$ cat src/rtl/cell_balance_controller_unit_macros.svh
`ifndef CELL_BALANCE_CONTROLLER_UNIT_MACROS_SVH
`define CELL_BALANCE_CONTROLLER_UNIT_MACROS_SVH

// Check that cons holds in the same cycle as ante.
`define CBC_ASSERT_IMPLY(label, clk, rst_n, ante, cons) \
    label: assert property (@(posedge clk) disable iff (!rst_n) (ante) |-> (cons)) \
        else $error("cbc: same-cycle check failed");

// Check that cons holds in the cycle after ante.
`define CBC_ASSERT_NEXT(label, clk, rst_n, ante, cons) \
    label: assert property (@(posedge clk) disable iff (!rst_n) (ante) |=> (cons)) \
        else $error("cbc: next-cycle check failed");

`endif

$ cat src/rtl/cbc_pkg.sv
package cbc_pkg;

    localparam int OPCODE_W   = 3;
    localparam int CHIP_W     = 3;
    localparam int CELL_W     = 4;
    localparam int VOLT_W     = 16;
    localparam int TIME_W     = 32;
    localparam int PHASE_W    = 3;
    localparam int COUNT_W    = 8;
    localparam int DUTY_W     = 4;
    localparam int LIMIT_W    = VOLT_W + 1;
    localparam int PERCENT_W  = 7;
    localparam int ICS_W      = 4;
    localparam int CFG_IDX_W  = 3;
    localparam int CFG_DATA_W = 32;

    localparam logic [PERCENT_W-1:0] PERCENT_FULL  = 7'd100;
    localparam logic [DUTY_W-1:0]    DUTY_FULL     = 4'd15;
    // 2^16 / 100 rounded up; exact for every multiple of 15 up to 1500
    localparam int                   DUTY_RECIP    = 656;
    localparam int                   DUTY_SHIFT    = 16;
    localparam logic [COUNT_W-1:0]   COUNT_MAX     = '1;

    localparam logic [VOLT_W-1:0]    THRESHOLD_RST = 16'd100;
    localparam logic [TIME_W-1:0]    PERIOD_RST    = 32'd1000;
    localparam logic [ICS_W-1:0]     ICS_RST       = 4'd8;

    typedef enum logic [OPCODE_W-1:0] {
        OP_WRITE_CELL   = 3'd0,
        OP_WRITE_LOWEST = 3'd1,
        OP_START        = 3'd2,
        OP_TICK         = 3'd3,
        OP_READ_DUTY    = 3'd4
    } op_t;

    typedef enum logic [PHASE_W-1:0] {
        PH_IDLE      = 3'd0,
        PH_COMPUTE   = 3'd1,
        PH_DISCHARGE = 3'd2,
        PH_WAIT      = 3'd3,
        PH_COMPLETE  = 3'd4
    } phase_t;

    typedef enum logic [CFG_IDX_W-1:0] {
        CFG_DUTY_PERCENT = 3'd0,
        CFG_THRESHOLD    = 3'd1,
        CFG_BLEED_PERIOD = 3'd2,
        CFG_WAIT_PERIOD  = 3'd3,
        CFG_ACTIVE_ICS   = 3'd4
    } cfg_idx_t;

    typedef enum logic [2:0] {
        SQ_CLEAR,
        SQ_IDLE,
        SQ_DECODE,
        SQ_SCAN,
        SQ_DRAIN,
        SQ_WIPE,
        SQ_READ,
        SQ_FINISH
    } seq_state_t;

    typedef struct packed {
        logic start;
        logic step;
    } scan_ctl_t;

    function automatic logic [DUTY_W-1:0] duty_from_percent(input logic [PERCENT_W-1:0] percent);
        logic [PERCENT_W-1:0] pc;
        logic [10:0]          scaled;
        logic [20:0]          product;
        logic [DUTY_W-1:0]    duty;
        pc      = (percent > PERCENT_FULL) ? PERCENT_FULL : percent;
        scaled  = 11'(pc) * 11'(DUTY_FULL);
        product = 21'(scaled) * 21'(DUTY_RECIP);
        duty    = product[DUTY_SHIFT +: DUTY_W];
        // nonzero percent never maps to zero duty
        if (pc != '0 && duty == '0)
        begin
            duty = 4'd1;
        end
        return duty;
    endfunction

endpackage

$ cat src/rtl/cbc_cell_store.sv
module cbc_cell_store #(
    parameter int DEPTH = 128,
    localparam int ADDR_W = $clog2(DEPTH)
) (
    input  logic                       clk,
    input  logic                       v_we,
    input  logic [ADDR_W-1:0]          v_waddr,
    input  logic [cbc_pkg::VOLT_W-1:0] v_wdata,
    input  logic [ADDR_W-1:0]          v_raddr,
    output logic [cbc_pkg::VOLT_W-1:0] v_rdata,
    input  logic                       d_we,
    input  logic [ADDR_W-1:0]          d_waddr,
    input  logic [cbc_pkg::DUTY_W-1:0] d_wdata,
    input  logic [ADDR_W-1:0]          d_raddr,
    output logic [cbc_pkg::DUTY_W-1:0] d_rdata
);
    import cbc_pkg::*;

    logic [VOLT_W-1:0] volt_mem [DEPTH];
    logic [DUTY_W-1:0] duty_mem [DEPTH];
    logic [VOLT_W-1:0] v_rdata_reg;
    logic [DUTY_W-1:0] d_rdata_reg;

    always_ff @(posedge clk)
    begin
        if (v_we)
        begin
            volt_mem[v_waddr] <= v_wdata;
        end
        v_rdata_reg <= volt_mem[v_raddr];
    end

    always_ff @(posedge clk)
    begin
        if (d_we)
        begin
            duty_mem[d_waddr] <= d_wdata;
        end
        d_rdata_reg <= duty_mem[d_raddr];
    end

    assign v_rdata = v_rdata_reg;
    assign d_rdata = d_rdata_reg;

endmodule

$ cat src/rtl/cbc_scan_unit.sv
module cbc_scan_unit (
    input  logic                        clk,
    input  logic                        rst_n,
    input  cbc_pkg::scan_ctl_t          ctl,
    input  logic [cbc_pkg::VOLT_W-1:0]  lowest,
    input  logic [cbc_pkg::VOLT_W-1:0]  threshold,
    input  logic [cbc_pkg::VOLT_W-1:0]  cell_voltage,
    output logic                        hit,
    output logic [cbc_pkg::COUNT_W-1:0] count_next
);
    import cbc_pkg::*;

    logic [LIMIT_W-1:0] limit_reg;
    logic [COUNT_W-1:0] count_reg;

    always_comb
    begin
        hit = ctl.step && (LIMIT_W'(cell_voltage) > limit_reg);
        priority if (ctl.start)
        begin
            count_next = '0;
        end
        else if (hit && count_reg != COUNT_MAX)
        begin
            count_next = count_reg + COUNT_W'(1);
        end
        else
        begin
            count_next = count_reg;
        end
    end

    // latch the margin once per scan
    always_ff @(posedge clk)
    begin
        if (ctl.start)
        begin
            limit_reg <= LIMIT_W'(lowest) + LIMIT_W'(threshold);
        end
    end

    always_ff @(posedge clk or negedge rst_n)
    begin
        if (!rst_n)
        begin
            count_reg <= '0;
        end
        else
        begin
            count_reg <= count_next;
        end
    end

endmodule

$ cat src/rtl/cell_balance_controller_unit.sv
// channel  dir  handshake             fields
// cfg      in   cfg_write             cfg_index, cfg_data
// in       in   in_valid / in_stall   opcode, chip_index, cell_index, voltage, time_now
// out      out  out_valid / out_stall phase, unbalanced_count, push_config, duties_cleared,
//                                     duty_value
// Each word passes decode and finish before the next is accepted, a duty read also a read state; a
// compute tick scans N cells (128 at defaults) then drains, one compare a cycle in the scan unit.
// A tick that ends discharge wipes all MAX_CHIPS * CELLS_PER_CHIP entries of the duty memory.
// After reset both memories are cleared, all MAX_CHIPS * CELLS_PER_CHIP entries (128 at defaults),
// with in_stall high; configuration writes are taken throughout.
// A result waits in the output register; out_stall holds the next word in its last cycle.
`include "cell_balance_controller_unit_macros.svh"

module cell_balance_controller_unit #(
    parameter int MAX_CHIPS      = 8,
    parameter int CELLS_PER_CHIP = 16
) (
    input  logic                           clk,
    input  logic                           rst_n,
    input  logic                           cfg_write,
    input  logic [cbc_pkg::CFG_IDX_W-1:0]  cfg_index,
    input  logic [cbc_pkg::CFG_DATA_W-1:0] cfg_data,
    input  logic                           in_valid,
    output logic                           in_stall,
    input  logic [cbc_pkg::OPCODE_W-1:0]   opcode,
    input  logic [cbc_pkg::CHIP_W-1:0]     chip_index,
    input  logic [cbc_pkg::CELL_W-1:0]     cell_index,
    input  logic [cbc_pkg::VOLT_W-1:0]     voltage,
    input  logic [cbc_pkg::TIME_W-1:0]     time_now,
    output logic                           out_valid,
    input  logic                           out_stall,
    output logic [cbc_pkg::PHASE_W-1:0]    phase,
    output logic [cbc_pkg::COUNT_W-1:0]    unbalanced_count,
    output logic                           push_config,
    output logic                           duties_cleared,
    output logic [cbc_pkg::DUTY_W-1:0]     duty_value
);
    import cbc_pkg::*;

    localparam int TOTAL_CELLS = MAX_CHIPS * CELLS_PER_CHIP;
    localparam int SLOT_W      = $clog2(TOTAL_CELLS);
    localparam int IDX_W       = $clog2(TOTAL_CELLS + 1);
    localparam int CHIPN_W     = $clog2(MAX_CHIPS + 1);

    // configuration
    logic [PERCENT_W-1:0] duty_percent_reg;
    logic [VOLT_W-1:0]    threshold_reg;
    logic [TIME_W-1:0]    bleed_period_reg;
    logic [TIME_W-1:0]    wait_period_reg;
    logic [ICS_W-1:0]     active_ics_reg;

    // accepted word
    logic [OPCODE_W-1:0]  op_reg;
    logic [CHIP_W-1:0]    chip_reg;
    logic [CELL_W-1:0]    cell_reg;
    logic [VOLT_W-1:0]    volt_reg;
    logic [TIME_W-1:0]    time_reg;

    seq_state_t           state_reg, state_next;
    logic [IDX_W-1:0]     idx_reg, idx_next;
    logic                 scan_pend_reg, scan_pend_next;
    logic [SLOT_W-1:0]    scan_slot_reg, scan_slot_next;

    phase_t               phase_reg, phase_next;
    logic [TIME_W-1:0]    phase_start_reg, phase_start_next;
    logic [VOLT_W-1:0]    lowest_reg, lowest_next;
    logic [DUTY_W-1:0]    applied_duty_reg, applied_duty_next;
    logic [COUNT_W-1:0]   unbalanced_reg, unbalanced_next;

    logic                 push_reg, push_next;
    logic                 cleared_reg, cleared_next;
    logic [DUTY_W-1:0]    duty_out_reg, duty_out_next;

    logic                 out_valid_reg, out_valid_next;
    phase_t               out_phase_reg, out_phase_next;
    logic [COUNT_W-1:0]   out_count_reg, out_count_next;
    logic                 out_push_reg, out_push_next;
    logic                 out_cleared_reg, out_cleared_next;
    logic [DUTY_W-1:0]    out_duty_reg, out_duty_next;

    logic                 accept;
    logic                 out_free;
    logic                 item_in_range;
    logic [SLOT_W-1:0]    item_slot;
    logic [SLOT_W-1:0]    idx_slot;
    logic [CHIPN_W-1:0]   scan_chips;
    logic [IDX_W-1:0]     scan_cells;
    logic                 idx_last_scan;
    logic                 idx_last_all;
    logic [TIME_W-1:0]    elapsed;

    logic                 v_we, d_we;
    logic [SLOT_W-1:0]    v_waddr, v_raddr, d_waddr, d_raddr;
    logic [VOLT_W-1:0]    v_wdata, v_rdata;
    logic [DUTY_W-1:0]    d_wdata, d_rdata;

    scan_ctl_t            scan_ctl;
    logic                 scan_hit;
    logic [COUNT_W-1:0]   scan_count_next;

    cbc_cell_store #(
        .DEPTH (TOTAL_CELLS)
    ) u_store (
        .clk     (clk),
        .v_we    (v_we),
        .v_waddr (v_waddr),
        .v_wdata (v_wdata),
        .v_raddr (v_raddr),
        .v_rdata (v_rdata),
        .d_we    (d_we),
        .d_waddr (d_waddr),
        .d_wdata (d_wdata),
        .d_raddr (d_raddr),
        .d_rdata (d_rdata)
    );

    cbc_scan_unit u_scan (
        .clk          (clk),
        .rst_n        (rst_n),
        .ctl          (scan_ctl),
        .lowest       (lowest_reg),
        .threshold    (threshold_reg),
        .cell_voltage (v_rdata),
        .hit          (scan_hit),
        .count_next   (scan_count_next)
    );

    assign accept   = in_valid && !in_stall;
    assign in_stall = (state_reg != SQ_IDLE);
    assign out_free = !out_valid_reg || !out_stall;

    assign item_in_range = (32'(chip_reg) < 32'(MAX_CHIPS))
                        && (32'(cell_reg) < 32'(CELLS_PER_CHIP));
    assign item_slot     = SLOT_W'(32'(chip_reg) * 32'(CELLS_PER_CHIP) + 32'(cell_reg));
    assign idx_slot      = idx_reg[SLOT_W-1:0];
    assign elapsed       = time_reg - phase_start_reg;

    always_comb
    begin
        if (32'(active_ics_reg) > 32'(MAX_CHIPS))
        begin
            scan_chips = CHIPN_W'(MAX_CHIPS);
        end
        else
        begin
            scan_chips = CHIPN_W'(active_ics_reg);
        end
        scan_cells = IDX_W'(32'(scan_chips) * 32'(CELLS_PER_CHIP));
    end

    assign idx_last_scan = (idx_reg == scan_cells - IDX_W'(1));
    assign idx_last_all  = (idx_reg == IDX_W'(TOTAL_CELLS - 1));

    // configuration writes
    always_ff @(posedge clk or negedge rst_n)
    begin
        if (!rst_n)
        begin
            duty_percent_reg <= '0;
            threshold_reg    <= THRESHOLD_RST;
            bleed_period_reg <= PERIOD_RST;
            wait_period_reg  <= PERIOD_RST;
            active_ics_reg   <= ICS_RST;
        end
        else if (cfg_write)
        begin
            unique case (cfg_idx_t'(cfg_index))
                CFG_DUTY_PERCENT: duty_percent_reg <= cfg_data[PERCENT_W-1:0];
                CFG_THRESHOLD:    threshold_reg    <= cfg_data[VOLT_W-1:0];
                CFG_BLEED_PERIOD: bleed_period_reg <= cfg_data[TIME_W-1:0];
                CFG_WAIT_PERIOD:  wait_period_reg  <= cfg_data[TIME_W-1:0];
                CFG_ACTIVE_ICS:   active_ics_reg   <= cfg_data[ICS_W-1:0];
                default:          ;
            endcase
        end
    end

    // next state
    always_comb
    begin
        state_next = state_reg;
        unique case (state_reg)
            SQ_CLEAR:
            begin
                if (idx_last_all)
                begin
                    state_next = SQ_IDLE;
                end
            end
            SQ_IDLE:
            begin
                if (accept)
                begin
                    state_next = SQ_DECODE;
                end
            end
            SQ_DECODE:
            begin
                state_next = SQ_FINISH;
                unique case (op_t'(op_reg))
                    OP_TICK:
                    begin
                        if (phase_reg == PH_COMPUTE && scan_cells != '0)
                        begin
                            state_next = SQ_SCAN;
                        end
                        else if (phase_reg == PH_DISCHARGE && elapsed >= bleed_period_reg)
                        begin
                            state_next = SQ_WIPE;
                        end
                    end
                    OP_READ_DUTY:
                    begin
                        if (item_in_range)
                        begin
                            state_next = SQ_READ;
                        end
                    end
                    default: ;
                endcase
            end
            SQ_SCAN:
            begin
                if (idx_last_scan)
                begin
                    state_next = SQ_DRAIN;
                end
            end
            SQ_DRAIN:
            begin
                state_next = SQ_FINISH;
            end
            SQ_WIPE:
            begin
                if (idx_last_all)
                begin
                    state_next = SQ_FINISH;
                end
            end
            SQ_READ:
            begin
                state_next = SQ_FINISH;
            end
            SQ_FINISH:
            begin
                if (out_free)
                begin
                    state_next = SQ_IDLE;
                end
            end
        endcase
    end

    // datapath and memory control
    always_comb
    begin
        idx_next          = idx_reg;
        scan_pend_next    = 1'b0;
        scan_slot_next    = idx_slot;
        phase_next        = phase_reg;
        phase_start_next  = phase_start_reg;
        lowest_next       = lowest_reg;
        applied_duty_next = applied_duty_reg;
        unbalanced_next   = unbalanced_reg;
        push_next         = push_reg;
        cleared_next      = cleared_reg;
        duty_out_next     = duty_out_reg;
        out_valid_next    = out_valid_reg && out_stall;
        out_phase_next    = out_phase_reg;
        out_count_next    = out_count_reg;
        out_push_next     = out_push_reg;
        out_cleared_next  = out_cleared_reg;
        out_duty_next     = out_duty_reg;

        v_we    = 1'b0;
        v_waddr = item_slot;
        v_wdata = volt_reg;
        v_raddr = idx_slot;
        d_we    = 1'b0;
        d_waddr = idx_slot;
        d_wdata = '0;
        d_raddr = idx_slot;

        scan_ctl.start = 1'b0;
        scan_ctl.step  = scan_pend_reg;

        // merge the duty into a cell that sits above the margin
        if (scan_hit)
        begin
            d_we    = 1'b1;
            d_waddr = scan_slot_reg;
            d_wdata = d_rdata | applied_duty_reg;
        end

        unique case (state_reg)
            SQ_CLEAR:
            begin
                v_we     = 1'b1;
                v_waddr  = idx_slot;
                v_wdata  = '0;
                d_we     = 1'b1;
                idx_next = idx_last_all ? '0 : idx_reg + IDX_W'(1);
            end
            SQ_IDLE:
            begin
                if (accept)
                begin
                    idx_next      = '0;
                    push_next     = 1'b0;
                    cleared_next  = 1'b0;
                    duty_out_next = '0;
                end
            end
            SQ_DECODE:
            begin
                unique case (op_t'(op_reg))
                    OP_WRITE_CELL:
                    begin
                        v_we = item_in_range;
                    end
                    OP_WRITE_LOWEST:
                    begin
                        lowest_next = volt_reg;
                    end
                    OP_START:
                    begin
                        applied_duty_next = duty_from_percent(duty_percent_reg);
                        phase_next        = PH_COMPUTE;
                    end
                    OP_TICK:
                    begin
                        priority if (phase_reg == PH_COMPUTE)
                        begin
                            scan_ctl.start = 1'b1;
                            // nothing to scan: finish straight away
                            if (scan_cells == '0)
                            begin
                                unbalanced_next = '0;
                                phase_next      = PH_COMPLETE;
                            end
                        end
                        else if (phase_reg == PH_DISCHARGE)
                        begin
                            push_next = 1'b1;
                            if (elapsed >= bleed_period_reg)
                            begin
                                cleared_next     = 1'b1;
                                phase_next       = PH_WAIT;
                                phase_start_next = time_reg;
                            end
                        end
                        else if (phase_reg == PH_WAIT)
                        begin
                            push_next = 1'b1;
                            if (elapsed >= wait_period_reg)
                            begin
                                phase_next = PH_COMPUTE;
                            end
                        end
                        else
                        begin
                        end
                    end
                    OP_READ_DUTY:
                    begin
                        d_raddr = item_slot;
                    end
                    default: ;
                endcase
            end
            SQ_SCAN:
            begin
                scan_pend_next = 1'b1;
                scan_slot_next = idx_slot;
                idx_next       = idx_reg + IDX_W'(1);
            end
            SQ_DRAIN:
            begin
                unbalanced_next = scan_count_next;
                if (scan_count_next != '0)
                begin
                    phase_next       = PH_DISCHARGE;
                    phase_start_next = time_reg;
                end
                else
                begin
                    phase_next = PH_COMPLETE;
                end
            end
            SQ_WIPE:
            begin
                d_we     = 1'b1;
                d_waddr  = idx_slot;
                d_wdata  = '0;
                idx_next = idx_reg + IDX_W'(1);
            end
            SQ_READ:
            begin
                duty_out_next = d_rdata;
            end
            SQ_FINISH:
            begin
                if (out_free)
                begin
                    out_valid_next   = 1'b1;
                    out_phase_next   = phase_reg;
                    out_count_next   = unbalanced_reg;
                    out_push_next    = push_reg;
                    out_cleared_next = cleared_reg;
                    out_duty_next    = duty_out_reg;
                end
            end
        endcase
    end

    always_ff @(posedge clk)
    begin
        if (accept)
        begin
            op_reg   <= opcode;
            chip_reg <= chip_index;
            cell_reg <= cell_index;
            volt_reg <= voltage;
            time_reg <= time_now;
        end
        scan_slot_reg   <= scan_slot_next;
        push_reg        <= push_next;
        cleared_reg     <= cleared_next;
        duty_out_reg    <= duty_out_next;
        out_phase_reg   <= out_phase_next;
        out_count_reg   <= out_count_next;
        out_push_reg    <= out_push_next;
        out_cleared_reg <= out_cleared_next;
        out_duty_reg    <= out_duty_next;
    end

    always_ff @(posedge clk or negedge rst_n)
    begin
        if (!rst_n)
        begin
            state_reg        <= SQ_CLEAR;
            idx_reg          <= '0;
            scan_pend_reg    <= 1'b0;
            phase_reg        <= PH_IDLE;
            phase_start_reg  <= '0;
            lowest_reg       <= '0;
            applied_duty_reg <= '0;
            unbalanced_reg   <= '0;
            out_valid_reg    <= 1'b0;
        end
        else
        begin
            state_reg        <= state_next;
            idx_reg          <= idx_next;
            scan_pend_reg    <= scan_pend_next;
            phase_reg        <= phase_next;
            phase_start_reg  <= phase_start_next;
            lowest_reg       <= lowest_next;
            applied_duty_reg <= applied_duty_next;
            unbalanced_reg   <= unbalanced_next;
            out_valid_reg    <= out_valid_next;
        end
    end

    assign out_valid        = out_valid_reg;
    assign phase            = out_phase_reg;
    assign unbalanced_count = out_count_reg;
    assign push_config      = out_push_reg;
    assign duties_cleared   = out_cleared_reg;
    assign duty_value       = out_duty_reg;

    `CBC_ASSERT_NEXT(a_accept_decodes, clk, rst_n, accept, state_reg == SQ_DECODE)
    `CBC_ASSERT_IMPLY(a_scan_in_range, clk, rst_n, state_reg == SQ_SCAN, idx_reg < scan_cells)
    `CBC_ASSERT_IMPLY(a_clear_in_wait, clk, rst_n, out_valid && duties_cleared, push_config && phase == PH_WAIT)
    `CBC_ASSERT_NEXT(a_finish_loads, clk, rst_n, state_reg == SQ_FINISH && out_free, out_valid && state_reg == SQ_IDLE)

endmodule

$ cat config.mk
export PLATFORM = sky130hd
export DESIGN_NAME = cell_balance_controller_unit
export DESIGN_NICKNAME = d
export VERILOG_FILES = /design/src/rtl/cbc_pkg.sv /design/src/rtl/cbc_cell_store.sv /design/src/rtl/cbc_scan_unit.sv /design/src/rtl/cell_balance_controller_unit.sv
export VERILOG_INCLUDE_DIRS = /design/src /design/src/rtl
export SDC_FILE = /design/constraint.sdc
export NUM_CORES = 2
export LEC_CHECK = 0
export BUFFER_PORTS_ARGS = -buffer_cell sky130_fd_sc_hd__buf_4
export CAP_MARGIN = 40
export CORE_MARGIN = 2
export CORE_UTILIZATION = 35
export CTS_CLUSTER_DIAMETER = 120
export CTS_CLUSTER_SIZE = 16
export DETAILED_ROUTE_END_ITERATION = 10
export PLACE_DENSITY_LB_ADDON = 0.1
export SETUP_SLACK_MARGIN = 0.3
export SYNTH_ARGS = -nofsm -noshare
export SYNTH_HDL_FRONTEND = slang
export SYNTH_SLANG_ARGS = --single-unit
$ cat constraint.sdc
create_clock -name clk -period 9 [get_ports clk]
set_clock_uncertainty 0.2 [all_clocks]
set_input_delay 0.45 -clock clk [delete_from_list [all_inputs] [get_ports clk]]
set_output_delay 0.45 -clock clk [all_outputs]
set_load 0.005 [all_outputs]
* Word level (Yosys, flattened, before mapping) *
Memory sizes are Yosys's and may differ from the RTL's. A register that Yosys moved wholly into a read port is not among the register bits.
Index checks and enable logic that the tools add are counted.

word-level totals
  flip-flop bits (word level) = 280
  memory bits (writable) = 2,560
  input bits = 98
  output and inout port bits = 19
  word-level logic and storage cells = 199
  memories = 2

memories
  memory            words  bits a word  read ports  clocked after memory_dff  wr ports  RTL line              text
  u_store.volt_mem  128    16           1           1                         1         cbc_cell_store.sv:19  logic [VOLT_W-1:0] volt_mem [DEPTH];
  u_store.duty_mem  128    4            1           1                         1         cbc_cell_store.sv:20  logic [DUTY_W-1:0] duty_mem [DEPTH];

operators by class
  add/sub/neg operators = 6
  multipliers = 2
  $lt $le $gt $ge = 5
  equality and inequality tests = 40
  mux-type cells = 71
  bitwise logic cells = 1
  reductions and logical operators = 42

operator list
  kind                                                                  number
  32-bit 2-to-1 mux                                                     5
  32-bit >= comparator                                                  2
  32-bit case mux with 2 select lines                                   1
  8-bit 2-to-1 mux                                                      7
  7-bit 2-to-1 mux                                                      6
  3-bit 2-to-1 mux                                                      13
  32-bit subtractor                                                     1
  3-bit by 2-bit == test with 1-bit output, second input constant       8
  2-bit != test, second input constant                                  12
  8-bit case mux with 3 select lines                                    1
  1-bit 2-to-1 mux                                                      22
  3-bit case mux with 7 select lines                                    1
  4-bit 2-to-1 mux                                                      5
  2-bit AND reduction                                                   10
  3-bit == test, second input constant                                  6
  3-bit case mux with 2 select lines                                    3
  6-bit AND reduction                                                   3
  16-bit by 16-bit adder with 17-bit output                             1
  16-bit by 17-bit > comparator with 1-bit output                       1
  8-bit by 1-bit adder with 8-bit output, second input constant         2
  11-bit by 6-bit multiplier with 16-bit output, second input constant  1
  16-bit 2-to-1 mux                                                     1
  8-bit case mux with 2 select lines                                    1
  8-bit nonzero test                                                    2
  other kinds (30)                                                      52

* Longest topological paths before layout *
  word-level depth = 8
  depth in mapped cells = 25
  mapped depth without buffers = 25

* Modules after synthesis *
Synthesis repeated with hierarchy kept, for this count alone.

unflattened totals
  cells, all modules = 5,495
  area, all modules = 115,470.7 µm²

modules (own cells, without submodules)
  module                        times used  cells an instance  area an instance (µm²)  seq. area each (µm²)
  cbc_cell_store                1           3,988              98,678.4                77,274.1
  cell_balance_controller_unit  1           1,280              14,536.4                6,771.5
  cbc_scan_unit                 1           227                2,255.9                 710.7

* Worst setup path before layout *
OpenSTA, ideal clock, no wires.

  path kind = reg2reg
  start = register duty_percent_reg[4]
  end = register applied_duty_reg[0]
  library setup time = 0.125 ns
  data arrival time = 5.914 ns
  data required time = 8.675 ns
  setup slack = 2.762 ns
  cell stages (with the launch flop) = 22
  path buffers = 0
  period minus slack after synthesis = 6.238 ns
  cell sequence = dfrtp_1 -> o311ai_0 -> and2_1 -> ha_1 -> fa_1 -> fa_1 -> a21o_1 -> a211oi_1 -> nor2_1 -> o41ai_1 -> xnor2_1 -> fa_1 -> ha_1 -> ha_1 -> a2111oi_0 -> o21ai_0 -> a41o_1 -> a21o_1 -> a21oi_1 -> xnor2_1 -> o21ai_0 -> mux2_2

on the way
  word-level cells in the longest chain between the ends = 7
  elaborated cells on any way between the ends = 8
  those cells by class = mul: 2; order compare: 1; mux: 2; reduce/logical: 3

RTL lines
  element                                        RTL line                             text
  start, declared                                cell_balance_controller_unit.sv:46   logic [PERCENT_W-1:0] duty_percent_reg;
  start signal, assigned                         cell_balance_controller_unit.sv:168  CFG_DUTY_PERCENT: duty_percent_reg <= cfg_data[PERCENT_W-1:0];
  7-bit > comparator                             cbc_pkg.sv:73                        pc = (percent > PERCENT_FULL) ? PERCENT_FULL : percent;
  7-bit 2-to-1 mux (*)                           cbc_pkg.sv:73
  7-bit by 4-bit multiplier with 11-bit output   cbc_pkg.sv:74                        scaled = 11'(pc) * 11'(DUTY_FULL);
  11-bit by 6-bit multiplier with 16-bit output  cbc_pkg.sv:75                        product = 21'(scaled) * 21'(DUTY_RECIP);
  4-bit zero test                                cbc_pkg.sv:78                        if (pc != '0 && duty == '0)
  1-bit logical AND                              cbc_pkg.sv:78
  4-bit 2-to-1 mux (*)                           cbc_pkg.sv:78
  end signal, assigned                           cell_balance_controller_unit.sv:459  applied_duty_reg <= applied_duty_next;
  end, declared                                  cell_balance_controller_unit.sv:67   logic [DUTY_W-1:0] applied_duty_reg, applied_duty_next;

Every way passes the cells marked *; elsewhere a longest branch is shown, timed or not.
A chain may end at the register's enable or synchronous reset.

* Worst setup path in the final report *
Same ends and word-level chain as after synthesis.

==> impl_results.md <==
- Regs by FF count: u_store.volt_mem x2048, u_store.duty_mem x512
- Synth Area in Simple Gates: 4.22%
- Syn Area/Cell: 19.0 um2
- Die area: 0.336 mm2
- Setup violators final: 0
- Register area share after synthesis: 73.1%
- H-tree depth reported by CTS: 4
- Worst-Margin Slew: 0.960 ns
- Area leader, netlist: edfxtp_1
- Worst-path fanout max: 5
- Min-delay src: voltage[11]
- Routability cong.: 0.811
- Final period util: 78.3%
- Fin area: 0.131 mm2
- Largest Register: u_store.volt_mem
- Layout cell share with drive strength beyond 1: 23.4%
- Hold Fails Final Rpt: 0
- Arr. time, crit path: 7.62 ns
- R2R Setup Slk: 1.95 ns
- Crit path kind: reg -> reg
- Slew Viols, Final: 0
- Crit path capture type: register
- Vias in the first global route: 60800
- Worst slew margin: 34.4%
- CTS Buf Count: 200
- Hold Path Sink: volt_reg[11]
- Status: complete, no violations
- Slowest stage delay, CP: 0.69 ns
- Io pins: 117
- Skew-Pair Late Insertion Delay: 0.88 ns
- First-pass GRT wire length: 462 mm
- Maximum vdd ir drop: 0.359 mV
- Critical path, cell by cell: o311ai_0 > and2_1 > ha_1 > fa_1 > fa_1 > a21o_1 > a211oi_1 > nor2_1 > o41ai_1 > xnor2_1 > fa_1 > ha_1 > ha_1 > a2111oi_0 > o21ai_0 > a41o_1 > a21o_1 > a21oi_1 > xnor2_1 > o21ai_0 > mux2_2
- RSZ-0062 raised after global routing: false
- GRT Total Usage: 19.1%
- Clk sink count: 2860
- Pre-CTS setup slack: 1.86 ns
- Layout area overhead: 12.7%
- Die Width: 579 um
- DP Area: 0.124 mm2
- Cell with the most instances after synthesis: edfxtp_1
- Final worst setup slack: 1.95 ns
- Worst r2r dst: applied_duty_reg[0]
- CTS tree: done
- Antenna Nets Post-Route: 0
- DR WL/cell: 29.5 um
- Most instantiated cells after synthesis: edfxtp_1, mux4_2, nand2_1
- Compound-Gate Fraction of Synth Area: 2.95%
- R2r startpoint: duty_percent_reg[4]
- # port buffers: 116
- Worst min path class: in -> reg
- DR iter-0 viols: 5466
- Synth warnings: 0
- Worst path buffer plus inverter count: 0
- Layout Nets: 6800
- Fraction of post-synthesis cell area in the top cell type by area: 68.9%
- Max Buffers Root-to-Sink: 4
- XOR/XNOR share of the synthesized area: 0.514%
- Largest family of logic cells by synthesized area: multiplexers
- Cell count of the worst hold path: 2
- Yosys reg bits: 2860
- DRC errors left: 0
- Total number of vias: 58900
- Max FFs per register: 2048
- Maxcap violations: 0
- Final HPWL DP: 196 mm
- Final Hold Slack: 0.0912 ns
- CORE AREA: 0.330 mm2
- Drt total wl: 323 mm
- Setup TNS: 0 ns
- Post-synth EDFFs: 2658
- Die Y-Extent: 579 um
- CTS-repair resized insts: 0
- Initial antenna violation count: 23
- Largest net degree at the start of global routing: 95
- Cell family with most CP delay: compound AO/OA/AOI/OAI gates
- Post-Synth Adder-Cell Area: 2.21%
- FMAX: 142 MHz
- Grt ovf: 0
- Root Driver: clkbuf_16
- FP Rows: 211
- Leak: 41.1 nW
- Initial Util: 35.1%
- Pwr/cell area: 201 mW/mm2
- 1st-pass router iterations: 5
- Unique masters post-synth: 82
- Most area-consuming cells after synthesis: edfxtp_1, mux4_2, dfrtp_1
- Share of flip-flops with an asynchronous set or reset: 6.12%
- Post-synthesis mux area share: 15.4%
- Critical path's slowest cell: o311ai_0
- CP startpoint kind: register
- Synth Flop Type: edfxtp_1
- Synthesized cell area: 0.116 mm2
- Synthesized Nets: 6386
- Vias per cell: 5.38
- FF-to-FF path depth: 21
- Mapped Cells: 6092
- Min Tclk post-route: 7.05 ns
- Clock Pin Slew Worst Setup and Hold Paths: 0.08 ns
- Worst Path Required: 9.57 ns
==> metal layers <==
metal | vias to the layer above | GRT usage [%] | routed length [um]
met2 | 1366 | 31.9 | 157000
met1 | 32000 | 27.1 | 146000
li1 | 25200 | - | -
met5 | - | 0 | 27
met3 | 338 | 2.28 | 13700
met4 | 4 | 3.73 | 6430
==> where the power goes <==
part,switching (W),internal [W]
Combinational,0.00171,0.00149
Clock,0.00447,0.00411
Sequential,0.0000528,0.0144
Total,0.00624,0.0200
==> cells in the final DEF (no fill, tap or decap), drive strengths merged, types with 9 or more instances in the layout <==
master       netlist  routed
fa                15      15
nand4             24      24
nor2b             11      11
inv              152     155
nor4              16      16
nand2            443     443
nor2             354     354
nand2b            24      24
diode              0       9
or3               14      14
o21ai            115     115
o31ai             17      17
o21bai             9       9
o21a              14      14
dfxtp             27      27
a21oi            114     114
a21o              31      31
and2              37      37
dfrtp            159     159
xnor2             40      40
ha               181     181
dfstp             16      16
mux2i             70      70
xor2              28      28
edfxtp          2658    2658
dlygate4sd3        0     105
a32oi             19      19
o22ai             12      12
a311oi            22      22
and3              38      38
mux2             129     129
buf              119     393
a31oi             43      43
a2111oi           15      15
mux4             698     698
nand3b            14      14
a211oi            37      37
nor3              33      33
clkbuf           168     265
nand3             81      81
==> worst register-to-register path, cell delays in order, from the launching register on <==
cell and delay (ns):
dfrtp_1 0.42, o311ai_0 0.69, and2_1 0.31, ha_1 0.29
fa_1 0.55, fa_1 0.48, a21o_1 0.19, a211oi_1 0.24
nor2_1 0.09, o41ai_1 0.32, xnor2_1 0.31, fa_1 0.52
ha_1 0.29, ha_1 0.19, a2111oi_0 0.36, o21ai_0 0.21
a41o_1 0.32, a21o_1 0.22, a21oi_1 0.18, xnor2_1 0.17
o21ai_0 0.13, mux2_2 0.27
==> cell families (layout without fill, tap and decap cells) <==
kind of cell,after synthesis,in the layout
AOI/OAI and AO/OA,519,519
xor gates and xnor gates,68,68
other,0,9
muxes,897,897
and+or+nand+nor,1112,1112
adders and majority gates,196,196
buffers and inverters,440,924
DFF,2860,2860
==> worst max-delay path by stage <==
stage / startpoint / endpoint / slack [ns] / cells after the start
after CTS: time_reg[0] / phase_start_reg[8] / 1.83 / 24
after floorplan: duty_percent_reg[4] / applied_duty_reg[0] / 2.76 / 21
after global routing: duty_percent_reg[2] / applied_duty_reg[0] / 1.32 / 21
final: duty_percent_reg[4] / applied_duty_reg[0] / 1.95 / 21
after detailed placement: time_reg[0] / phase_start_reg[8] / 1.86 / 24
after global placement: time_reg[0] / phase_start_reg[2] / 1.76 / 23
==> final cells by class <==
class / instances / area, um2
fillers: 29700 / 199000
flip-flops and latches: 2860 / 84800
multi-input cells: 2792 / 29700
well taps: 4366 / 5460
clock buffers: 264 / 5330
repair buffers: 499 / 4630
inverters: 153 / 588
clock inverters: 8 / 88.8
diodes: 9 / 22.5
==> through the flow <==
stage               power, W  util (%)  cells
global placement      0.0179      37.3  10500
CTS                   0.0266      39.6  10900
finish                0.0262      39.6  11000
detailed placement    0.0179      37.6  10600
global route          0.0275      39.6  10900
floorplan             0.0172         -   6092
==> timing repair <==
item | CTS | global route
endpoints found under the setup margin | 0 | 0
endpoints found under the hold margin | 289 | 0
hold buffers | 106 | 0
buffers inserted | 0 | 0
No activity file was read; power rests on OpenSTA's default activity.
